## src/hw/rtl/digit_matrix_permute_engine_core_macros.svh

```systemverilog
// assertion macros for the digit matrix permute engine rtl
`ifndef DIGIT_MATRIX_PERMUTE_ENGINE_CORE_MACROS_SVH
`define DIGIT_MATRIX_PERMUTE_ENGINE_CORE_MACROS_SVH

// same-cycle implication, checked on clk, off during rst
`define DMPE_ASSERT_IMPL(name, pre, post) \
  name: assert property (@(posedge clk) disable iff (rst) (pre) |-> (post)) \
    else $error("dmpe assertion failed");

// next-cycle implication, checked on clk, off during rst
`define DMPE_ASSERT_NEXT(name, pre, post) \
  name: assert property (@(posedge clk) disable iff (rst) (pre) |=> (post)) \
    else $error("dmpe assertion failed");

`endif

```

## src/hw/rtl/dmpe_pkg.sv

```systemverilog
// shared widths, opcodes and controller/datapath types for the permute engine
package dmpe_pkg;

  localparam int OP_W         = 3;
  localparam int IDX_FIELD_W  = 4;
  localparam int DIGIT_W      = 4;
  localparam int SIDE_W       = 5;
  localparam int DEF_MAX_SIDE = 16;

  localparam logic [DIGIT_W-1:0] DIGIT_MAX = 4'd9;
  localparam logic [DIGIT_W:0]   RADIX     = 5'd10;
  localparam logic [DIGIT_W-1:0] DIGIT_ZERO = 4'd0;

  localparam logic [OP_W-1:0] OP_WRITE     = 3'd0;
  localparam logic [OP_W-1:0] OP_READ      = 3'd1;
  localparam logic [OP_W-1:0] OP_SWAP_ROW  = 3'd2;
  localparam logic [OP_W-1:0] OP_SWAP_COL  = 3'd3;
  localparam logic [OP_W-1:0] OP_INC       = 3'd4;
  localparam logic [OP_W-1:0] OP_DEC       = 3'd5;
  localparam logic [OP_W-1:0] OP_TRANSPOSE = 3'd6;

  typedef struct packed {
    logic accept;    // take the request beat
    logic exec;      // store access or first map write
    logic swap2;     // second map write of a swap
    logic load_out;  // load the result register
  } dmpe_cmd_t;

  typedef struct packed {
    logic needs_map; // request beat is an in-range write, read or swap
    logic is_write;
    logic is_read;
    logic is_swap;
  } dmpe_sts_t;

endpackage

```

## src/hw/rtl/dmpe_req_if.sv

```systemverilog
// request channel: one operation per beat
interface dmpe_req_if;
  import dmpe_pkg::*;
  logic                   valid;
  logic                   ready;
  logic [OP_W-1:0]        opcode;
  logic [IDX_FIELD_W-1:0] first_index;
  logic [IDX_FIELD_W-1:0] second_index;
  logic [DIGIT_W-1:0]     digit_in;

  modport source (output valid, output opcode, output first_index, output second_index,
                  output digit_in, input ready);
  modport sink (input valid, input opcode, input first_index, input second_index,
                input digit_in, output ready);
endinterface

```

## src/hw/rtl/dmpe_rsp_if.sv

```systemverilog
// response channel: one read result per beat
interface dmpe_rsp_if;
  import dmpe_pkg::*;
  logic                   valid;
  logic                   ready;
  logic [DIGIT_W-1:0]     digit_out;
  logic [IDX_FIELD_W-1:0] row_echo;
  logic [IDX_FIELD_W-1:0] col_echo;

  modport source (output valid, output digit_out, output row_echo, output col_echo,
                  input ready);
  modport sink (input valid, input digit_out, input row_echo, input col_echo,
                output ready);
endinterface

```

## src/hw/rtl/dmpe_cfg_if.sv

```systemverilog
// configuration write channel for the matrix side register
interface dmpe_cfg_if;
  import dmpe_pkg::*;
  logic              valid;
  logic              ready;
  logic [SIDE_W-1:0] matrix_side;

  modport source (output valid, output matrix_side, input ready);
  modport sink (input valid, input matrix_side, output ready);
endinterface

```

## src/hw/rtl/digit_matrix_permute_engine_core.sv

```systemverilog
// Digit matrix permute engine: a square matrix of decimal digits (side 1..MAX_SIDE,
// set through cfg) reached through a row map, a column map, a transpose flag and a
// digit offset, so no operation walks the cells. One request beat is one operation.
// Increment, decrement, transpose, opcode 7 and out-of-range operations end in IDLE;
// an in-range write also passes LOOK and EXEC, and an in-range read or swap then RESP
// or SWAP, a read staying in RESP while an earlier result still waits on rsp. These
// states follow from the registered read of the map memories and their single write
// port, which a swap uses twice. Only an in-range read returns a beat on rsp; one
// finished result waits in the output register while the next request is taken. The
// cell store has no reset: a read of a cell never written returns an arbitrary digit.
module digit_matrix_permute_engine_core #(
  parameter int MAX_SIDE = dmpe_pkg::DEF_MAX_SIDE
) (
  input logic       clk,
  input logic       rst,
  dmpe_req_if.sink   req,
  dmpe_rsp_if.source rsp,
  dmpe_cfg_if.sink   cfg
);
  import dmpe_pkg::*;

  dmpe_cmd_t cmd;
  dmpe_sts_t sts;

  assign cfg.ready = 1'b1;

  dmpe_ctrl u_ctrl (
    .clk      (clk),
    .rst      (rst),
    .req_valid(req.valid),
    .req_ready(req.ready),
    .out_valid(rsp.valid),
    .out_ready(rsp.ready),
    .sts      (sts),
    .cmd      (cmd)
  );

  dmpe_datapath #(.MAX_SIDE(MAX_SIDE)) u_datapath (
    .clk       (clk),
    .rst       (rst),
    .req_opcode(req.opcode),
    .req_first (req.first_index),
    .req_second(req.second_index),
    .req_digit (req.digit_in),
    .cfg_write (cfg.valid),
    .cfg_side  (cfg.matrix_side),
    .cmd       (cmd),
    .sts       (sts),
    .digit_out (rsp.digit_out),
    .row_echo  (rsp.row_echo),
    .col_echo  (rsp.col_echo)
  );
endmodule

```

## src/hw/rtl/dmpe_map_ram.sv

```systemverilog
// index map memory, two registered read ports, identity until an entry is written
module dmpe_map_ram #(
  parameter int DEPTH = dmpe_pkg::DEF_MAX_SIDE,
  parameter int IDX_W = 4
) (
  input  logic             clk,
  input  logic             rst,
  input  logic [IDX_W-1:0] rd0_addr,
  input  logic [IDX_W-1:0] rd1_addr,
  output logic [IDX_W-1:0] rd0_data,
  output logic [IDX_W-1:0] rd1_data,
  input  logic             wr_en,
  input  logic [IDX_W-1:0] wr_addr,
  input  logic [IDX_W-1:0] wr_data
);
  logic [IDX_W-1:0] mem [DEPTH];
  logic [DEPTH-1:0] written;
  logic [IDX_W-1:0] rd0_q, rd1_q, rd0_addr_q, rd1_addr_q;
  logic             rd0_vld, rd1_vld;

  always_ff @(posedge clk) begin
    if (wr_en) begin
      mem[wr_addr] <= wr_data;
    end
    rd0_q      <= mem[rd0_addr];
    rd1_q      <= mem[rd1_addr];
    rd0_addr_q <= rd0_addr;
    rd1_addr_q <= rd1_addr;
    rd0_vld    <= written[rd0_addr];
    rd1_vld    <= written[rd1_addr];
  end

  always_ff @(posedge clk) begin
    if (rst) begin
      written <= '0;
    end else if (wr_en) begin
      written[wr_addr] <= 1'b1;
    end
  end

  // unwritten entries read back as their own index
  assign rd0_data = rd0_vld ? rd0_q : rd0_addr_q;
  assign rd1_data = rd1_vld ? rd1_q : rd1_addr_q;
endmodule

```

## src/hw/rtl/dmpe_datapath.sv

```systemverilog
// item registers, remap state, cell store and result register
module dmpe_datapath #(
  parameter int MAX_SIDE = dmpe_pkg::DEF_MAX_SIDE
) (
  input  logic                             clk,
  input  logic                             rst,
  input  logic [dmpe_pkg::OP_W-1:0]        req_opcode,
  input  logic [dmpe_pkg::IDX_FIELD_W-1:0] req_first,
  input  logic [dmpe_pkg::IDX_FIELD_W-1:0] req_second,
  input  logic [dmpe_pkg::DIGIT_W-1:0]     req_digit,
  input  logic                             cfg_write,
  input  logic [dmpe_pkg::SIDE_W-1:0]      cfg_side,
  input  dmpe_pkg::dmpe_cmd_t              cmd,
  output dmpe_pkg::dmpe_sts_t              sts,
  output logic [dmpe_pkg::DIGIT_W-1:0]     digit_out,
  output logic [dmpe_pkg::IDX_FIELD_W-1:0] row_echo,
  output logic [dmpe_pkg::IDX_FIELD_W-1:0] col_echo
);
  import dmpe_pkg::*;

  localparam int IDX_W  = (MAX_SIDE > 2) ? $clog2(MAX_SIDE) : 1;
  localparam int ADDR_W = 2 * IDX_W;

  logic [SIDE_W-1:0]      side;
  logic                   flag;
  logic [DIGIT_W-1:0]     offset;
  logic [OP_W-1:0]        op_q;
  logic [IDX_FIELD_W-1:0] i_q, j_q;
  logic [DIGIT_W-1:0]     d_q;

  logic                   req_ok;
  logic [IDX_W-1:0]       ai, aj;
  logic [IDX_W-1:0]       row_rd0, row_rd1, col_rd0, col_rd1, pr, pc;
  logic                   row_sel, map_we, row_we, col_we;
  logic [IDX_W-1:0]       row_wa, row_wd, col_wa, col_wd;
  logic [ADDR_W-1:0]      store_addr;
  logic [DIGIT_W-1:0]     store [2**ADDR_W];
  logic [DIGIT_W-1:0]     store_q;
  logic [DIGIT_W-1:0]     d_sat, enc;
  logic [DIGIT_W:0]       enc_sum, dec_sum;
  logic [DIGIT_W-1:0]     dec;

  // side register with clamping into 1..MAX_SIDE
  always_ff @(posedge clk) begin
    if (rst) begin
      side <= SIDE_W'(1);
    end else if (cfg_write) begin
      priority if (cfg_side == '0) begin
        side <= SIDE_W'(1);
      end else if (int'(cfg_side) > MAX_SIDE) begin
        side <= SIDE_W'(MAX_SIDE);
      end else begin
        side <= cfg_side;
      end
    end
  end

  assign req_ok = ({1'b0, req_first} < side) && ({1'b0, req_second} < side);

  // transpose and digit offset change in the accept cycle
  always_ff @(posedge clk) begin
    if (rst) begin
      flag   <= 1'b0;
      offset <= DIGIT_ZERO;
    end else if (cmd.accept) begin
      if (req_opcode == OP_TRANSPOSE) begin
        flag <= ~flag;
      end
      if (req_opcode == OP_INC) begin
        offset <= (offset == DIGIT_MAX) ? DIGIT_ZERO : offset + 4'd1;
      end else if (req_opcode == OP_DEC) begin
        offset <= (offset == DIGIT_ZERO) ? DIGIT_MAX : offset - 4'd1;
      end
    end
  end

  always_ff @(posedge clk) begin
    if (cmd.accept) begin
      op_q <= req_opcode;
      i_q  <= req_first;
      j_q  <= req_second;
      d_q  <= req_digit;
    end
  end

  assign sts.needs_map = req_ok && ((req_opcode == OP_WRITE) || (req_opcode == OP_READ) ||
                                    (req_opcode == OP_SWAP_ROW) || (req_opcode == OP_SWAP_COL));
  assign sts.is_write  = (op_q == OP_WRITE);
  assign sts.is_read   = (op_q == OP_READ);
  assign sts.is_swap   = (op_q == OP_SWAP_ROW) || (op_q == OP_SWAP_COL);

  assign ai = IDX_W'(i_q);
  assign aj = IDX_W'(j_q);

  // a swap writes map[i] from old map[j], then map[j] from old map[i]
  assign row_sel = (op_q == OP_SWAP_ROW) ^ flag;
  assign map_we  = (cmd.exec || cmd.swap2) && sts.is_swap;
  assign row_we  = map_we && row_sel;
  assign col_we  = map_we && !row_sel;
  assign row_wa  = cmd.swap2 ? aj : ai;
  assign row_wd  = cmd.swap2 ? row_rd0 : row_rd1;
  assign col_wa  = cmd.swap2 ? aj : ai;
  assign col_wd  = cmd.swap2 ? col_rd0 : col_rd1;

  dmpe_map_ram #(.DEPTH(MAX_SIDE), .IDX_W(IDX_W)) u_row_map (
    .clk     (clk),
    .rst     (rst),
    .rd0_addr(ai),
    .rd1_addr(aj),
    .rd0_data(row_rd0),
    .rd1_data(row_rd1),
    .wr_en   (row_we),
    .wr_addr (row_wa),
    .wr_data (row_wd)
  );

  dmpe_map_ram #(.DEPTH(MAX_SIDE), .IDX_W(IDX_W)) u_col_map (
    .clk     (clk),
    .rst     (rst),
    .rd0_addr(ai),
    .rd1_addr(aj),
    .rd0_data(col_rd0),
    .rd1_data(col_rd1),
    .wr_en   (col_we),
    .wr_addr (col_wa),
    .wr_data (col_wd)
  );

  // transposed access swaps which logical index feeds each map
  assign pr         = flag ? row_rd1 : row_rd0;
  assign pc         = flag ? col_rd0 : col_rd1;
  assign store_addr = {pr, pc};

  // stored digit is the logical digit minus the offset, mod 10
  assign d_sat   = (d_q > DIGIT_MAX) ? DIGIT_MAX : d_q;
  assign enc_sum = {1'b0, d_sat} + RADIX - {1'b0, offset};
  assign enc     = (enc_sum >= RADIX) ? DIGIT_W'(enc_sum - RADIX) : enc_sum[DIGIT_W-1:0];

  always_ff @(posedge clk) begin
    if (cmd.exec && sts.is_write) begin
      store[store_addr] <= enc;
    end
    store_q <= store[store_addr];
  end

  assign dec_sum = {1'b0, store_q} + {1'b0, offset};
  assign dec     = (dec_sum >= RADIX) ? DIGIT_W'(dec_sum - RADIX) : dec_sum[DIGIT_W-1:0];

  always_ff @(posedge clk) begin
    if (cmd.load_out) begin
      digit_out <= dec;
      row_echo  <= i_q;
      col_echo  <= j_q;
    end
  end
endmodule

```

## src/hw/rtl/dmpe_ctrl.sv

```systemverilog
// sequencing state machine and result valid for the permute engine
`include "digit_matrix_permute_engine_core_macros.svh"
module dmpe_ctrl (
  input  logic                clk,
  input  logic                rst,
  input  logic                req_valid,
  output logic                req_ready,
  output logic                out_valid,
  input  logic                out_ready,
  input  dmpe_pkg::dmpe_sts_t sts,
  output dmpe_pkg::dmpe_cmd_t cmd
);
  import dmpe_pkg::*;

  typedef enum logic [4:0] {
    S_IDLE = 5'b00001,
    S_LOOK = 5'b00010,
    S_EXEC = 5'b00100,
    S_SWAP = 5'b01000,
    S_RESP = 5'b10000
  } state_t;

  state_t state, state_next;
  logic   out_free;

  assign req_ready = (state == S_IDLE);
  assign out_free  = !out_valid || out_ready;

  always_comb begin
    state_next   = state;
    cmd.accept   = 1'b0;
    cmd.exec     = 1'b0;
    cmd.swap2    = 1'b0;
    cmd.load_out = 1'b0;
    unique case (state)
      S_IDLE: begin
        cmd.accept = req_valid;
        if (req_valid && sts.needs_map) begin
          state_next = S_LOOK;
        end
      end
      S_LOOK: begin
        state_next = S_EXEC;
      end
      S_EXEC: begin
        cmd.exec = 1'b1;
        priority if (sts.is_read) begin
          state_next = S_RESP;
        end else if (sts.is_swap) begin
          state_next = S_SWAP;
        end else begin
          state_next = S_IDLE;
        end
      end
      S_SWAP: begin
        cmd.swap2  = 1'b1;
        state_next = S_IDLE;
      end
      S_RESP: begin
        // hold the store read until the result register is free
        if (out_free) begin
          cmd.load_out = 1'b1;
          state_next   = S_IDLE;
        end
      end
      default: begin
        state_next = S_IDLE;
      end
    endcase
  end

  always_ff @(posedge clk) begin
    if (rst) begin
      state     <= S_IDLE;
      out_valid <= 1'b0;
    end else begin
      state <= state_next;
      if (cmd.load_out) begin
        out_valid <= 1'b1;
      end else if (out_ready) begin
        out_valid <= 1'b0;
      end
    end
  end

  `DMPE_ASSERT_IMPL(a_look_after_accept, state == S_LOOK, $past(state == S_IDLE && req_valid))
  `DMPE_ASSERT_IMPL(a_swap_after_exec, state == S_SWAP, $past(state == S_EXEC))
  `DMPE_ASSERT_IMPL(a_result_from_resp, $rose(out_valid), $past(state == S_RESP))
  `DMPE_ASSERT_NEXT(a_resp_leaves_when_free, state == S_RESP && out_free, state == S_IDLE)
endmodule

```

## src/flat_wrapper.sv

```systemverilog
// flat-port wrapper written by rule: the top's interface ports become plain ports
module digit_matrix_permute_engine_core_flat import dmpe_pkg::*;
#(
  parameter int MAX_SIDE = dmpe_pkg::DEF_MAX_SIDE
)
  (clk, rst, req_valid, req_opcode, req_first_index, req_second_index, req_digit_in, req_ready, rsp_valid, rsp_digit_out, rsp_row_echo, rsp_col_echo, rsp_ready, cfg_valid, cfg_matrix_side, cfg_ready);
  dmpe_req_if req_i ();
  dmpe_rsp_if rsp_i ();
  dmpe_cfg_if cfg_i ();
  input logic clk;
  input logic rst;
  input wire logic [$bits(req_i.valid)-1:0] req_valid;
  input wire logic [$bits(req_i.opcode)-1:0] req_opcode;
  input wire logic [$bits(req_i.first_index)-1:0] req_first_index;
  input wire logic [$bits(req_i.second_index)-1:0] req_second_index;
  input wire logic [$bits(req_i.digit_in)-1:0] req_digit_in;
  output wire logic [$bits(req_i.ready)-1:0] req_ready;
  output wire logic [$bits(rsp_i.valid)-1:0] rsp_valid;
  output wire logic [$bits(rsp_i.digit_out)-1:0] rsp_digit_out;
  output wire logic [$bits(rsp_i.row_echo)-1:0] rsp_row_echo;
  output wire logic [$bits(rsp_i.col_echo)-1:0] rsp_col_echo;
  input wire logic [$bits(rsp_i.ready)-1:0] rsp_ready;
  input wire logic [$bits(cfg_i.valid)-1:0] cfg_valid;
  input wire logic [$bits(cfg_i.matrix_side)-1:0] cfg_matrix_side;
  output wire logic [$bits(cfg_i.ready)-1:0] cfg_ready;
  assign req_i.valid = req_valid;
  assign req_i.opcode = req_opcode;
  assign req_i.first_index = req_first_index;
  assign req_i.second_index = req_second_index;
  assign req_i.digit_in = req_digit_in;
  assign req_ready = req_i.ready;
  assign rsp_valid = rsp_i.valid;
  assign rsp_digit_out = rsp_i.digit_out;
  assign rsp_row_echo = rsp_i.row_echo;
  assign rsp_col_echo = rsp_i.col_echo;
  assign rsp_i.ready = rsp_ready;
  assign cfg_i.valid = cfg_valid;
  assign cfg_i.matrix_side = cfg_matrix_side;
  assign cfg_ready = cfg_i.ready;
  digit_matrix_permute_engine_core #(.MAX_SIDE(MAX_SIDE)) u_core (.clk(clk), .rst(rst), .req(req_i), .rsp(rsp_i), .cfg(cfg_i));
endmodule
```

## config.mk

```make
export PLATFORM = sky130hd
export DESIGN_NAME = digit_matrix_permute_engine_core_flat
export DESIGN_NICKNAME = d
export VERILOG_FILES = /design/src/hw/rtl/dmpe_pkg.sv /design/src/hw/rtl/dmpe_req_if.sv /design/src/hw/rtl/dmpe_rsp_if.sv /design/src/hw/rtl/dmpe_cfg_if.sv /design/src/hw/rtl/digit_matrix_permute_engine_core.sv /design/src/hw/rtl/dmpe_map_ram.sv /design/src/hw/rtl/dmpe_datapath.sv /design/src/hw/rtl/dmpe_ctrl.sv /design/src/flat_wrapper.sv
export VERILOG_INCLUDE_DIRS = /design/src /design/src/hw/rtl
export SDC_FILE = /design/constraint.sdc
export NUM_CORES = 1
export LEC_CHECK = 0
export CORE_MARGIN = 2
export CORE_UTILIZATION = 61
export CTS_CLUSTER_DIAMETER = 60
export CTS_CLUSTER_SIZE = 25
export DETAILED_ROUTE_END_ITERATION = 7
export DONT_BUFFER_PORTS = 1
export PLACE_DENSITY_LB_ADDON = 0.2
export SYNTH_ARGS = -nofsm -noshare
export SYNTH_HDL_FRONTEND = slang
export SYNTH_SLANG_ARGS = --single-unit
```

## constraint.sdc

```tcl
create_clock -name clk -period 24.6 [get_ports clk]
set_clock_uncertainty 0.15 [all_clocks]
set_input_delay 2.46 -clock clk [delete_from_list [all_inputs] [get_ports clk]]
set_output_delay 2.46 -clock clk [all_outputs]
set_load 0.03 [all_outputs]
```

==> flow_summary.json, run 1 <==
{
  "cts_made_buffers": 79,
  "cts_tree": "done",
  "syn_nets": 3640,
  "postCtsResizedCells": 0,
  "first_global_vias": 30450,
  "syn_inst": 3594,
  "antenna_found_initial": 1,
  "crit_type": "reg -> reg",
  "start_kind": "flop",
  "ir_worst_vdd_v": 0.00008535,
  "leakagePower_nw": 17.94,
  "drv_cap": 0,
  "die_h_um": 295.1,
  "clk_pin_slew_ns": 0.09,
  "hold_path.class": "reg -> reg",
  "max_freq_mhz": 152.1,
  "synth_top_area_share_pct": 68.47,
  "min_period_ns": 6.573,
  "power_density_mw_per_mm2": 81.76,
  "grt_max_degree": 222,
  "relSlewSlack_pct": 6.372,
  "dp.final_hpwl_um": 80340,
  "io_buffers": 0,
  "viasPerCell": 6.560,
  "finalSetupViolations": 0,
  "htreeDepth": 3,
  "clk_latency_ns": 0.65,
  "grt.overflow.total": 0,
  "num_rows": 106,
  "synth_edf_count": 1179,
  "fin_tns_setup_ns": 0,
  "coreArea_mm2": 0.08382,
  "synth-main-ff-cell": "edfxtp_1",
  "synth.distinct_cells": 63,
  "synthXorXnorAreaFrac_pct": 0.1863,
  "synth_commonest_cells": "edfxtp_1 (1,179), nand2_1 (632), nor2_1 (418)",
  "vias": 30860,
  "yosys.area_share.simple_pct": 11.56,
  "synth_area_leaders": "edfxtp_1 (68%), mux4_2 (6.9%), nand2_1 (4.6%)",
  "crit_fanout": 81,
  "cts_buffer_depth": 3,
  "tightest_slew_ns": 1.392,
  "worst_ep_arrival_time_ns": 6.93,
  "grt.total_usage_pct": 30.14,
  "drv_slew": 0,
  "die_w_um": 295.1,
  "multi_input_area_mm2": 0.01383,
  "clock-root-buffer": "clkbuf_16",
  "drcViolationCount": 0,
  "synth_seq_cells": 1259,
  "post_cts_buffers": 0,
  "finalNetCount": 3554,
  "synthAdderAreaFrac_pct": 0.5372,
  "drtIter0Drc": 4166,
  "cts_num_sinks": 1259,
  "ys_warn_count": 0,
  "areaGrowthSynthToFinish_pct": 7.608,
  "avgSynthCellArea_um2": 14.39,
  "hold_ws_ns": 0.3519,
  "ioPinCount": 40,
  "yosysTopAreaCell": "edfxtp_1",
  "synth.most_common_cell": "edfxtp_1",
  "cp-end-kind": "flop",
  "synth_top_family_by_area": "simple AND/OR/NAND/NOR gates",
  "rsz0062_at_grt": "false",
  "synthArstFlopShare_pct": 0,
  "final_antenna_net_count": 0,
  "seq_area_frac_synth_pct": 71.57,
  "grt_pass1_wl_um": 192500,
  "globalplace.congestion": 0.8928,
  "status": "completed",
  "period_share_pct": 26.72,
  "final-hold-violation-count": 0,
  "syn-cell-area_mm2": 0.05171,
  "firstDrtPassIters": 7,
  "drt-total-wl_um": 129500,
  "postCtsHoldBufs": 0,
  "avgRoutedWirePerCell_um": 27.52,
  "regArea_mm2": 0.03701,
  "synthMuxAreaShare_pct": 10.11,
  "drive_above_1_share_pct": 10.84,
  "n_fill_cell": 5795,
  "die_area_mm2": 0.08711,
  "required_ns": 24.96,
  "synth_compound_gate_area_share_pct": 4.029,
  "initial_utilization_pct": 61.69
}
through the flow:
| stage | total power, mW | util [%] | cells | setup WS [ns] | instance area [um^2] |
|---|---|---|---|---|---|
| detailed placement | 3.120 | 62.99 | 4559 | 18.24 | 52800 |
| finish | 4.549 | 66.38 | 4704 | 18.03 | 55640 |
| floorplan | 2.956 | - | 3594 | 13.24 | 51710 |
| global placement | 3.106 | 62.98 | 4558 | 18.28 | 52790 |
| CTS | 4.558 | 66.35 | 4701 | 18.20 | 55620 |
| global route | 4.675 | 66.38 | 4703 | 17.69 | 55640 |
logic make-up (layout without fill, tap and decap cells):
family,after synthesis,count (layout)
AND/OR/NAND/NOR,1430,1430
flip-flops,1259,1259
multiplexers,322,322
AO/OA/AOI/OAI,302,302
buffers and inverters,248,223
adder cells (fa/ha/maj),21,21
XOR/XNOR,11,11
other,1,2
worst paths after layout:
| check | slack, ns | from | depth (start not counted) | end |
|---|---|---|---|---|
| worst max register to register | 18.03 | u_core.u_datapath.flag$_SDFFE_PP0P_ | 9 | u_core.u_datapath.store_q[2]$_DFF_P_ |
| worst min register to register | 0.35 | u_core.u_datapath.u_row_map.written[10]$_SDFFE_PP0P_ | 2 | u_core.u_datapath.u_row_map.written[10]$_SDFFE_PP0P_ |
| worst min-delay path | 0.35 | u_core.u_datapath.u_row_map.written[10]$_SDFFE_PP0P_ | 2 | u_core.u_datapath.u_row_map.written[10]$_SDFFE_PP0P_ |
| worst max-delay path | 18.03 | u_core.u_datapath.flag$_SDFFE_PP0P_ | 9 | u_core.u_datapath.store_q[2]$_DFF_P_ |
worst max-delay path, stage by stage (launching register included):
cell,delay (ns)
dfxtp_1,0.90
clkinv_1,0.87
mux2_8,0.98
buf_4,0.87
mux2i_1,0.28
a221oi_1,0.17
o21ai_0,0.67
o21ai_0,0.34
nor4_1,1.01
nor4_1,0.08
where the power goes:
part,leakage [nW],internal (mW),total [mW],switching (mW)
logic,5.29,0.129,0.544,0.415
registers,11.3,2.51,2.53,0.0187
clock network,1.38,0.711,1.47,0.762
placed cells by master (no fill, tap or decap), drive strengths merged, types with 7 or more instances in the layout:
cell	n
o22ai	11
a31oi	39
nand3	279
a22oi	11
nor4	26
inv	53
o32ai	9
nand2b	7
a32oi	34
nand4	18
nor2b	7
edfxtp	1179
a21oi	71
and2	7
a22o	7
dfxtp	80
a311oi	8
nand2	632
nor3	13
mux4	159
o211ai	16
mux2i	153
clkbuf	87
o21ai	34
xnor2	9
mux2	10
ha	19
nor2	418
buf	54
clkinv	21
a221oi	29
metal layers:
layer	track usage, %	share of wire [%]	vias to the layer above
met3	5.728	10	291
met2	48.42	48	1818
met1	41.42	38	15390
met4	11.82	4.2	2
met5	0	0.0093	-
li1	-	-	13360
state kept, by name (all words and copies together), names as in the netlist, 5 cells and up:
signal	cells
u_core.u_datapath.u_col_map.written	16
u_core.u_datapath.side	5
u_core.u_datapath.u_col_map.mem	64
u_core.u_datapath.u_row_map.mem	64
u_core.u_datapath.store	1024
u_core.u_datapath.u_row_map.written	16
u_core.u_ctrl.state	5
final cells by class:
cell class / count / share of cell area [%]
timing repair buffer: 54 / 0.8140
clock buffer: 87 / 3.760
clock inverter: 55 / 1.313
antenna: 1 / 0.004498
sequential: 1259 / 66.51
tap: 1134 / 2.550
multi-input combinational: 2087 / 24.86
inverter: 27 / 0.1911
Power figures use the tool's default switching activity.
==> inputs of run 2 (changes only) <==
--- a/config.mk
+++ b/config.mk
@@ -7,7 +7,7 @@
 export NUM_CORES = 1
 export LEC_CHECK = 0
 export CORE_MARGIN = 2
-export CORE_UTILIZATION = 61
+export CORE_UTILIZATION = 57
 export CTS_CLUSTER_DIAMETER = 60
 export CTS_CLUSTER_SIZE = 25
 export DETAILED_ROUTE_END_ITERATION = 7
==> constraint.sdc (replaced) <==
create_clock -name clk -period 6 [get_ports clk]
set_clock_uncertainty 0.15 [all_clocks]
set_input_delay 0.6 -clock clk [delete_from_list [all_inputs] [get_ports clk]]
set_output_delay 0.6 -clock clk [all_outputs]
set_load 0.03 [all_outputs]
==> run 2 against run 1 <==
Effect of this change:
- fmax grew 34%
- sequential power grew to 4.1 times the previous value
- clock-buffer cell count grew 1
- highest routed layer unchanged
- critical endpoint is now u_core.u_datapath.store_q[0]$_DFF_P_
==> flow_summary.json, run 2 (synthesis results as in run 1) <==
{
  "status": "completed",
  "avgRoutedWirePerCell_um": 27.62,
  "drv_slew": 0,
  "critPathSlowestCell": "mux2i_1",
  "globalplace.congestion": 0.9113,
  "crit_type": "reg -> reg",
  "post_cts_buffers": 0,
  "setup_slack_ns": 1.104,
  "final-hold-violation-count": 0,
  "cts_tree": "done",
  "top_regs": "u_core.u_datapath.store x1024, u_core.u_datapath.u_col_map.mem x64, u_core.u_datapath.u_row_map.mem x64",
  "htreeDepth": 3,
  "ir_worst_vdd_v": 0.0002833,
  "grt.total_usage_pct": 28.36,
  "final_cell_area_mm2": 0.05617,
  "hold_path.class": "in -> reg",
  "drive_above_1_share_pct": 11.06,
  "leakagePower_nw": 18.14,
  "grt.overflow.total": 0,
  "ioPinCount": 40,
  "viasPerCell": 6.527,
  "drtIter0Drc": 4287,
  "worst_ep_arrival_time_ns": 5.27,
  "crit_fanout": 41,
  "coreArea_mm2": 0.09001,
  "die_area_mm2": 0.09314,
  "io_buffers": 0,
  "mostFrequentLayoutCell": "edfxtp_1",
  "firstDrtPassIters": 6,
  "dp.final_hpwl_um": 83160,
  "rsz0062_at_grt": "false",
  "dpl_worst_slack_ns": 1.154,
  "antenna_found_initial": 3,
  "start_kind": "flop",
  "min_path_cells": 2,
  "max_freq_mhz": 204.2,
  "final_antenna_net_count": 0,
  "power_density_mw_per_mm2": 334.1,
  "largest_reg_flops": 1024,
  "placedCellCount": 4624,
  "vias": 31280,
  "initial_utilization_pct": 57.44,
  "top_register": "u_core.u_datapath.store",
  "relSlewSlack_pct": 14.88,
  "hold_ws_ns": 0.03136,
  "finalSetupViolations": 0,
  "cp_slowest_stage_delay_ns": 0.96,
  "place_area_mm2": 0.05314,
  "grt_max_degree": 153,
  "cts_num_sinks": 1259,
  "finalNetCount": 3597,
  "required_ns": 6.37,
  "min_period_ns": 4.896,
  "drcViolationCount": 0,
  "cp-end-kind": "flop",
  "grt_pass1_wl_um": 196500,
  "cts_buffer_depth": 3,
  "final_cell_mix": "edfxtp_1 (1,179), nand2_1 (631), nor2_1 (418), nand3_1 (279), mux4_2 (159)",
  "die_h_um": 305.2,
  "die_w_um": 305.2,
  "period_share_pct": 81.60,
  "clk_pin_slew_ns": 0.08,
  "postCtsResizedCells": 0,
  "first_global_vias": 30820,
  "n_fill_cell": 6490,
  "clk_latency_ns": 0.66,
  "rr_worst_depth": 10,
  "drt-total-wl_um": 132400,
  "drv_cap": 0,
  "tightest_slew_ns": 1.277,
  "clock-root-buffer": "clkbuf_16",
  "areaGrowthSynthToFinish_pct": 8.641,
  "instances_no_fill": 4792,
  "num_rows": 110,
  "path_cells": "mux2i_1 > nand3_1 > o31ai_4 > buf_4 > buf_4 > a221oi_1 > a311oi_1 > o32ai_1 > nor4_1 > nor4_1",
  "antenna_cells": 0,
  "fin_tns_setup_ns": 0,
  "cts_made_buffers": 79
}
-- run 2: cell count changes in the layout (fill, tap and decap cells not counted), sizes merged --
cell | previous run | this run
buf | 54 | 76
dlygate4sd3 | 0 | 21
clkbuf | 87 | 88
clkinvlp | 3 | 8
inv | 53 | 56
clkinv | 21 | 16
diode | 1 | 0
-- run 2: power by group --
part / switching, mW / internal (mW)
Clock: 3.13 / 2.92
Combinational: 1.74 / 0.618
Sequential: 0.0732 / 10.3
-- run 2: worst max-delay path: cells and delay by family (launching register included) --
| family | cells | cell delay, ns |
|---|---|---|
| DFF | 1 | 0.48 |
| AOI/OAI and AO/OA | 4 | 1.32 |
| muxes | 1 | 0.96 |
| and+or+nand+nor | 3 | 0.76 |
| buffers and inverters | 2 | 1.06 |
-- run 2: layout make-up --
| cell class | instances | area [um^2] | area share [%] |
|---|---|---|---|
| clock buffer | 88 | 2106 | 3.749 |
| tap | 1176 | 1471 | 2.619 |
| clock inverter | 58 | 691.9 | 1.232 |
| timing repair buffer | 97 | 968.4 | 1.724 |
| multi-input combinational | 2087 | 13820 | 24.61 |
| sequential | 1259 | 37010 | 65.88 |
| inverter | 27 | 106.4 | 0.1893 |
-- run 2: final timing paths --
check                                                       startpoint                                              endpoint  slack [ns]
setup / recovery           u_core.u_datapath.u_col_map.rd0_vld$_DFF_P_                  u_core.u_datapath.store_q[0]$_DFF_P_        1.10
hold / removal                                               rsp_ready                  u_core.u_ctrl.out_valid$_SDFFE_PP0P_        0.03
setup reg to reg           u_core.u_datapath.u_col_map.rd0_vld$_DFF_P_                  u_core.u_datapath.store_q[0]$_DFF_P_        1.10
hold reg to reg   u_core.u_datapath.u_col_map.written[14]$_SDFFE_PP0P_  u_core.u_datapath.u_col_map.written[14]$_SDFFE_PP0P_        0.35
-- run 2: stage by stage --
step / power (mW) / utilization, %
final: 18.77 / 62.41
after global routing: 19.28 / 62.41
after CTS: 18.79 / 62.40
after detailed placement: 12.88 / 59.04
after global placement: 12.81 / 59.04
after floorplan: 11.96 / -
-- run 2: repair_timing --
item | in CTS | in global routing
hold buffers | 22 | 0
setup endpoints to repair | 0 | 0
endpoints found under the hold margin | 62 | 0
-- run 2: routing by layer --
layer	up-vias	wire length, um	global-route usage, %	part of all wire [%]
met4	8	6353	12.07	4.8
met2	1724	62280	44.94	47
li1	13470	-	-	-
met1	15790	50580	38.98	38
met5	-	51	0	0.039
met3	290	13110	5.449	9.9
